`config.mk`:
```
export PLATFORM = sky130hd
export DESIGN_NAME = fbpa_ctrl
export DESIGN_NICKNAME = d
export VERILOG_FILES = /design/src/rtl/core/fbpa_pkg.sv /design/src/rtl/core/fbpa_ctrl.sv
export SDC_FILE = /design/constraint.sdc
export NUM_CORES = 1
export LEC_CHECK = 0
export ABC_AREA = 1
export ABC_CLOCK_PERIOD_IN_PS = 1200
export BUFFER_PORTS_ARGS = -buffer_cell sky130_fd_sc_hd__buf_2
export CAP_MARGIN = 20
export CORE_AREA = 2 2 39 41
export CTS_CLUSTER_SIZE = 24
export DETAILED_ROUTE_END_ITERATION = 12
export DIE_AREA = 0 0 41 43
export PLACE_DENSITY = 0.72
export SYNTH_ARGS = -nofsm -noshare
export SYNTH_HDL_FRONTEND = slang
export SYNTH_SLANG_ARGS = --single-unit
```
`constraint.sdc`:
```
create_clock -name clk -period 1.2 [get_ports clk]
set_input_delay 0.06 -clock clk [delete_from_list [all_inputs] [get_ports clk]]
set_output_delay 0.06 -clock clk [all_outputs]
set_load 0.02 [all_outputs]
```
`src/rtl/core/fbpa_pkg.sv`:
```
// ----------------------------------------------------------------------------
// Fixed block pool allocator: shared package
// Codes, field widths, register indexes and the command/status bundles that
// pass between the controller and the datapath.
// ----------------------------------------------------------------------------
package fbpa_pkg;

	// Default sizing handed to the top level parameters
	localparam int DEF_CAPACITY      = 1024;
	localparam int DEF_ADDRESS_WIDTH = 32;

	// Field and register widths
	localparam int OP_W        = 2;
	localparam int REL_W       = 32;
	localparam int OUT_W       = 32;
	localparam int STATUS_W    = 3;
	localparam int BASE_W      = 32;
	localparam int CHUNK_W     = 16;
	localparam int ENTRIES_W   = 11;
	localparam int MODE_W      = 2;
	localparam int CFG_INDEX_W = 2;
	localparam int CFG_DATA_W  = 32;

	// Rounded chunk is one bit wider so 65535 rounds up without wrapping
	localparam int                   RCHUNK_W         = CHUNK_W + 1;
	localparam logic [RCHUNK_W-1:0]  CHUNK_ALIGN_ADD  = RCHUNK_W'(3);
	localparam logic [RCHUNK_W-1:0]  CHUNK_ALIGN_MASK = ~RCHUNK_W'(3);

	// Configuration register indexes
	localparam logic [CFG_INDEX_W-1:0] CFG_BASE    = 2'd0;
	localparam logic [CFG_INDEX_W-1:0] CFG_CHUNK   = 2'd1;
	localparam logic [CFG_INDEX_W-1:0] CFG_ENTRIES = 2'd2;
	localparam logic [CFG_INDEX_W-1:0] CFG_MODE    = 2'd3;

	// Configuration reset values
	localparam logic [BASE_W-1:0]    BASE_RST    = '0;
	localparam logic [CHUNK_W-1:0]   CHUNK_RST   = CHUNK_W'(4);
	localparam logic [ENTRIES_W-1:0] ENTRIES_RST = '0;
	localparam logic [MODE_W-1:0]    MODE_RST    = '0;

	// Pool modes; everything but loop behaves as static
	localparam logic [MODE_W-1:0] MODE_LOOP = 2'd1;

	// Generation tag kept beside each stack entry; zero means never written
	localparam int                  EPOCH_W     = 8;
	localparam logic [EPOCH_W-1:0]  EPOCH_FIRST = EPOCH_W'(1);
	localparam logic [EPOCH_W-1:0]  EPOCH_LAST  = '1;

	typedef enum logic [OP_W-1:0] {
		OP_ALLOC   = 2'd0,
		OP_RELEASE = 2'd1,
		OP_RESTART = 2'd2,
		OP_NOP     = 2'd3
	} op_t;

	typedef enum logic [STATUS_W-1:0] {
		ST_OK           = 3'd0,
		ST_EXHAUSTED    = 3'd1,
		ST_WRAPPED      = 3'd2,
		ST_IGNORED      = 3'd3,
		ST_UNDERFLOW    = 3'd4,
		ST_UNCONFIGURED = 3'd5
	} status_t;

	// Controller to datapath
	typedef struct packed {
		logic    load_item;     // capture the request beat
		logic    rd_en;         // read a stack entry, start the default address multiply
		logic    rd_zero;       // read entry 0 instead of the entry at the count
		logic    cnt_inc;
		logic    cnt_one;
		logic    cnt_clear;
		logic    wr_push;       // write the released address below the count, count - 1
		logic    epoch_next;
		logic    clr_write;     // one step of the tag clearing sweep
		logic    res_set;       // result status with a zero address
		status_t res_status;
		logic    res_addr_load; // result address from the fetched entry
		logic    out_load;      // move the result into the output register
	} dp_cmd_t;

	// Datapath to controller
	typedef struct packed {
		op_t  op;
		logic alloc_unconf;
		logic alloc_avail;
		logic loop_mode;
		logic rel_null;
		logic count_zero;
		logic epoch_last;
		logic clr_last;
		logic out_busy;
	} dp_stat_t;

endpackage

```
`src/rtl/core/fbpa_ctrl.sv`:
```
// ----------------------------------------------------------------------------
// Fixed block pool allocator: controller
// Sequences one request at a time through decide, fetch and finish, and runs
// the tag clearing sweep after reset and on generation wrap.
// ----------------------------------------------------------------------------
module fbpa_ctrl (
	input  logic               clk,
	input  logic               arst_n,
	input  logic               req_valid,
	output logic               req_stall,
	input  fbpa_pkg::dp_stat_t stat,
	output fbpa_pkg::dp_cmd_t  cmd
);

	import fbpa_pkg::*;

	typedef enum logic [2:0] {
		S_CLEAR,
		S_IDLE,
		S_DECIDE,
		S_FETCH,
		S_FINISH
	} state_t;

	state_t state_q;
	state_t state_d;
	logic   clear_pend_q;
	logic   set_pend;

	assign req_stall = (state_q != S_IDLE);

	// Next state and datapath commands
	always_comb begin
		cmd            = '0;
		cmd.res_status = ST_OK;
		state_d        = state_q;
		set_pend       = 1'b0;
		unique case (state_q)
			S_CLEAR: begin
				cmd.clr_write = 1'b1;
				if (stat.clr_last) begin
					state_d = S_IDLE;
				end
			end
			S_IDLE: begin
				if (req_valid) begin
					cmd.load_item = 1'b1;
					state_d       = S_DECIDE;
				end
			end
			S_DECIDE: begin
				state_d = S_FINISH;
				unique case (stat.op)
					OP_ALLOC: begin
						if (stat.alloc_unconf) begin
							cmd.res_set    = 1'b1;
							cmd.res_status = ST_UNCONFIGURED;
						end else if (stat.alloc_avail) begin
							cmd.rd_en      = 1'b1;
							cmd.cnt_inc    = 1'b1;
							cmd.res_set    = 1'b1;
							cmd.res_status = ST_OK;
							state_d        = S_FETCH;
						end else if (stat.loop_mode) begin
							cmd.rd_en      = 1'b1;
							cmd.rd_zero    = 1'b1;
							cmd.cnt_one    = 1'b1;
							cmd.res_set    = 1'b1;
							cmd.res_status = ST_WRAPPED;
							state_d        = S_FETCH;
						end else begin
							cmd.res_set    = 1'b1;
							cmd.res_status = ST_EXHAUSTED;
						end
					end
					OP_RELEASE: begin
						cmd.res_set = 1'b1;
						if (stat.rel_null || stat.loop_mode) begin
							cmd.res_status = ST_IGNORED;
						end else if (stat.count_zero) begin
							cmd.res_status = ST_UNDERFLOW;
						end else begin
							cmd.wr_push    = 1'b1;
							cmd.res_status = ST_OK;
						end
					end
					OP_RESTART: begin
						cmd.res_set    = 1'b1;
						cmd.res_status = ST_OK;
						cmd.cnt_clear  = 1'b1;
						cmd.epoch_next = 1'b1;
						set_pend       = stat.epoch_last;
					end
					OP_NOP: begin
						cmd.res_set    = 1'b1;
						cmd.res_status = ST_IGNORED;
					end
				endcase
			end
			S_FETCH: begin
				cmd.res_addr_load = 1'b1;
				state_d           = S_FINISH;
			end
			S_FINISH: begin
				if (!stat.out_busy) begin
					cmd.out_load = 1'b1;
					state_d      = clear_pend_q ? S_CLEAR : S_IDLE;
				end
			end
			default: begin
				state_d = S_IDLE;
			end
		endcase
	end

	// State and pending sweep flag; the tag RAM is swept right after reset
	always_ff @(posedge clk or negedge arst_n) begin
		if (!arst_n) begin
			state_q      <= S_CLEAR;
			clear_pend_q <= 1'b0;
		end else begin
			state_q <= state_d;
			if (set_pend) begin
				clear_pend_q <= 1'b1;
			end else if (state_d == S_CLEAR) begin
				clear_pend_q <= 1'b0;
			end
		end
	end

	// Fetch only follows a decision that issued a read
	a_fetch_after_read : assert property (@(posedge clk) disable iff (!arst_n)
		(state_q == S_FETCH) |-> ($past(state_q) == S_DECIDE && $past(cmd.rd_en)))
		else $error("fetch without a preceding read");

	// Result never overwrites a beat still held by the receiver
	a_no_overwrite : assert property (@(posedge clk) disable iff (!arst_n)
		cmd.out_load |-> !stat.out_busy)
		else $error("output register loaded while stalled");

	// Sweep ends on the last entry and reopens the request side
	a_sweep_end : assert property (@(posedge clk) disable iff (!arst_n)
		(state_q == S_CLEAR && stat.clr_last) |=> (state_q == S_IDLE))
		else $error("clearing sweep did not end");

endmodule

```
==> results.md <==
- CP Max Fanout: 5
- DRC violations left: 0
- Die H: 43 um
- Post-synth ARST share: 100%
- Die area: 1760 sq um
- Sequential cell area: 103 sq um
- Endpoints failing setup: 19
- Maxcap violations: 0
- CTS tree: built
- Post-Syn Area: 409 sq um
- Routability cong.: 0.774
- Clock sink count: 4
- Main combinational cell family by area after synthesis: simple AND/OR/NAND/NOR gates
- Seq cells post-synth: 4
- RSZ-0062 raised after global routing: yes
- Iteration-0 DRC Markers: 3
- Area taken by multi-input logic gates: 302 sq um
- Post-synthesis compound-gate area fraction: 2.75%
- Antenna violations before repair: 0
- Total track usage: 18.1%
- Status: finished with violations
- Failing checks: setup timing
- Min-delay src: stat[2]
- Peak VDD IR: 0.956 mV
- Num rows: 14
- Ports: 29
- EDFF count, synth: 0
- IO buf count: 28
- DP HPWL: 924 um
- Ys Warns: 0
- Seq/Total Area, Yosys: 24.5%
- Post-synth top area share: 24.5%
- Yosys cell types: 14
- Die Span X: 41 um
- Routed len/inst: 11.0 um
- Final Util: 60.6%
- Worst-Margin Slew: 273 ps
- Root Driver: clkbuf_4
- Max Slew Vio Count: 0
- Hold Fails Final Rpt: 0
- Leak: 0.488 nW
- Mux cell area share after synthesis: 0%
- CP Data Required Time: 1140 ps
- Top cells by count, synth: nand2_1 (19), inv_1 (16), nand3_1 (7), nor2_1 (6)
- Worst slew margin: 81.7%
- Crit path kind: reg -> out
- Power Density: 1750 nW/um^2
- Nets@finish: 128
- Syn_nets: 83
- ANT cells: 0
- Synthesized-area fraction occupied by adder cells: 0%
- Latest clock arrival within the worst-skew pair: 230 ps
- Worst-path clk slew: 40 ps
- Num CTS Buffers: 3
- Longest Clk Path Bufs: 2
- Global-route wire length before repair: 2190 um
- Vias: 603
- Core Area: 1380 sq um
- Setup ws final: -337 ps
- Worst r2r src: state_q[0]$_DFF_PN0_
- Nature of the critical path startpoint: flip-flop
- Worst Setup End Kind: output pin
- Synth area leaders: dfrtp_1 (24%), nand2_1 (17%), inv_1 (15%), nand3_1 (8.6%), nor2_2 (6.1%)
- HP Class: in -> reg
- Xor and xnor area share after synthesis: 0%
- Final worst-path cycle share: 128%
- Grt ovf: 0
- DRT Wirelength: 1420 um
- Arrival time of the worst setup path: 1480 ps
- Number of global-route vias before repair: 614
- Top FF cell, synth: dfrtp_1
- FMAX: 651 MHz
- Drt pass-1 iters: 4
- Post-synthesis simple-gate area fraction: 52.6%
- H-tree levels: 1
- DR vias/cell: 4.67
- P&R area growth vs syn: 105%
- Avg Cell Area, Syn: 5.84 sq um
- Place WS: -103 ps
- Fillers: 126
- Most common cell in the synthesized netlist: nand2_1
- CP Launch Point: state_q[0]$_DFF_PN0_
- Initial Utilization: 29.6%
- Synth area leader: dfrtp_1
- Worst Clk Skew: 4.82 ps
- Crit path time final: 1540 ps
- Antenna-violating nets left: 0
- Ratio of cells with drive above 1 in the final layout: 63.7%
- Mapped Cells: 70
- Pin count of the biggest net entering global routing: 6
[cells in the final DEF, fill, tap and decap left out]
cell type      instances
nor2_1                 3
dfrtp_1                2
buf_4                 16
nand2_2                4
nor4_4                 1
buf_6                 11
nand4_1                2
nor3_4                 2
inv_1                 11
nand3_1                6
a31oi_1                1
clkbuf_4               3
nor2_4                 2
buf_2                 14
nor2_2                 5
dfrtp_2                2
a21oi_1                1
nor3_2                 3
dlygate4sd3_1          1
nand2_1               14
nand3_2                1
nand2_4                1
inv_2                  7
[cell families after synthesis]
| group | count (synthesis) |
|---|---|
| DFF | 4 |
| AOI/OAI and AO/OA | 2 |
| buffers and inverters | 20 |
| and+or+nand+nor | 44 |
[sequential cells by signal (all words and copies together), names as in the netlist]
| name | count |
|---|---|
| clear_pend_q | 1 |
| state_q | 3 |
[routing by layer]
layer	share of wire, %	global-route usage (%)	vias up	wire length [um]
li1	-	-	301	-
met1	34	16.3	264	477
met2	58	34.4	34	831
met3	6.7	3.14	4	95
met4	1.2	9.33	0	17
met5	0	0	-	0
[per-stage QoR]
stage	hold WS [ps]	power, mW	instance area, sq um	setup TNS (ps)	std cells
2_1_floorplan	-236	0.683	433	-1660	70
3_3_place_gp	-135	0.941	616	-121	117
3_5_place_dp	-130	0.956	616	-432	117
4_1_cts	39.6	1.26	742	-3520	124
5_1_grt	68.9	1.57	838	-5210	129
6_report	38.0	1.46	838	-4300	129
[cell type report]
type / count / share of cell area [%]
Multi-Input combinational cell: 46 / 36.0
Sequential cell: 4 / 12.2
Clock buffer: 3 / 2.69
Inverter: 18 / 8.06
Tap cell: 16 / 2.39
Timing Repair Buffer: 42 / 38.7
[where the power goes]
part / internal, mW / leakage, nW / switching [mW]
Combinational: 0.501 / 0.425 / 0.545
Sequential: 0.186 / 0.0498 / 0.0663
Clock: 0.112 / 0.0138 / 0.0531
Total: 0.799 / 0.488 / 0.664
[path summary, 6_finish.rpt]
check	slack, ps	cells after the start	to
min in group asynchronous	160	2	state_q[1]$_DFF_PN0_
max reg2reg	-260	10	clear_pend_q$_DFFE_PN0P_
min reg2reg	460	2	clear_pend_q$_DFFE_PN0P_
max in group asynchronous	910	2	state_q[2]$_DFF_PN0_
max	-340	6	cmd[13]
min	40	3	clear_pend_q$_DFFE_PN0P_
[repair_timing]
| item | CTS | global route |
|---|---|---|
| endpoints found under the setup margin | 16 | 19 |
| hold buffers | 1 | 0 |
| buffers inserted | 3 | 5 |
| pin swaps | 4 | 6 |
| resized for setup | 23 | 22 |
| endpoints found under the hold margin | 4 | 0 |
[critical path: stages, from the launching register on]
cell     delay [ps]
dfrtp_2         440
nor3_4          300
buf_4           170
buf_6           100
nand2_4          60
inv_2            60
buf_6           100
Power figures use the tool's default switching activity.
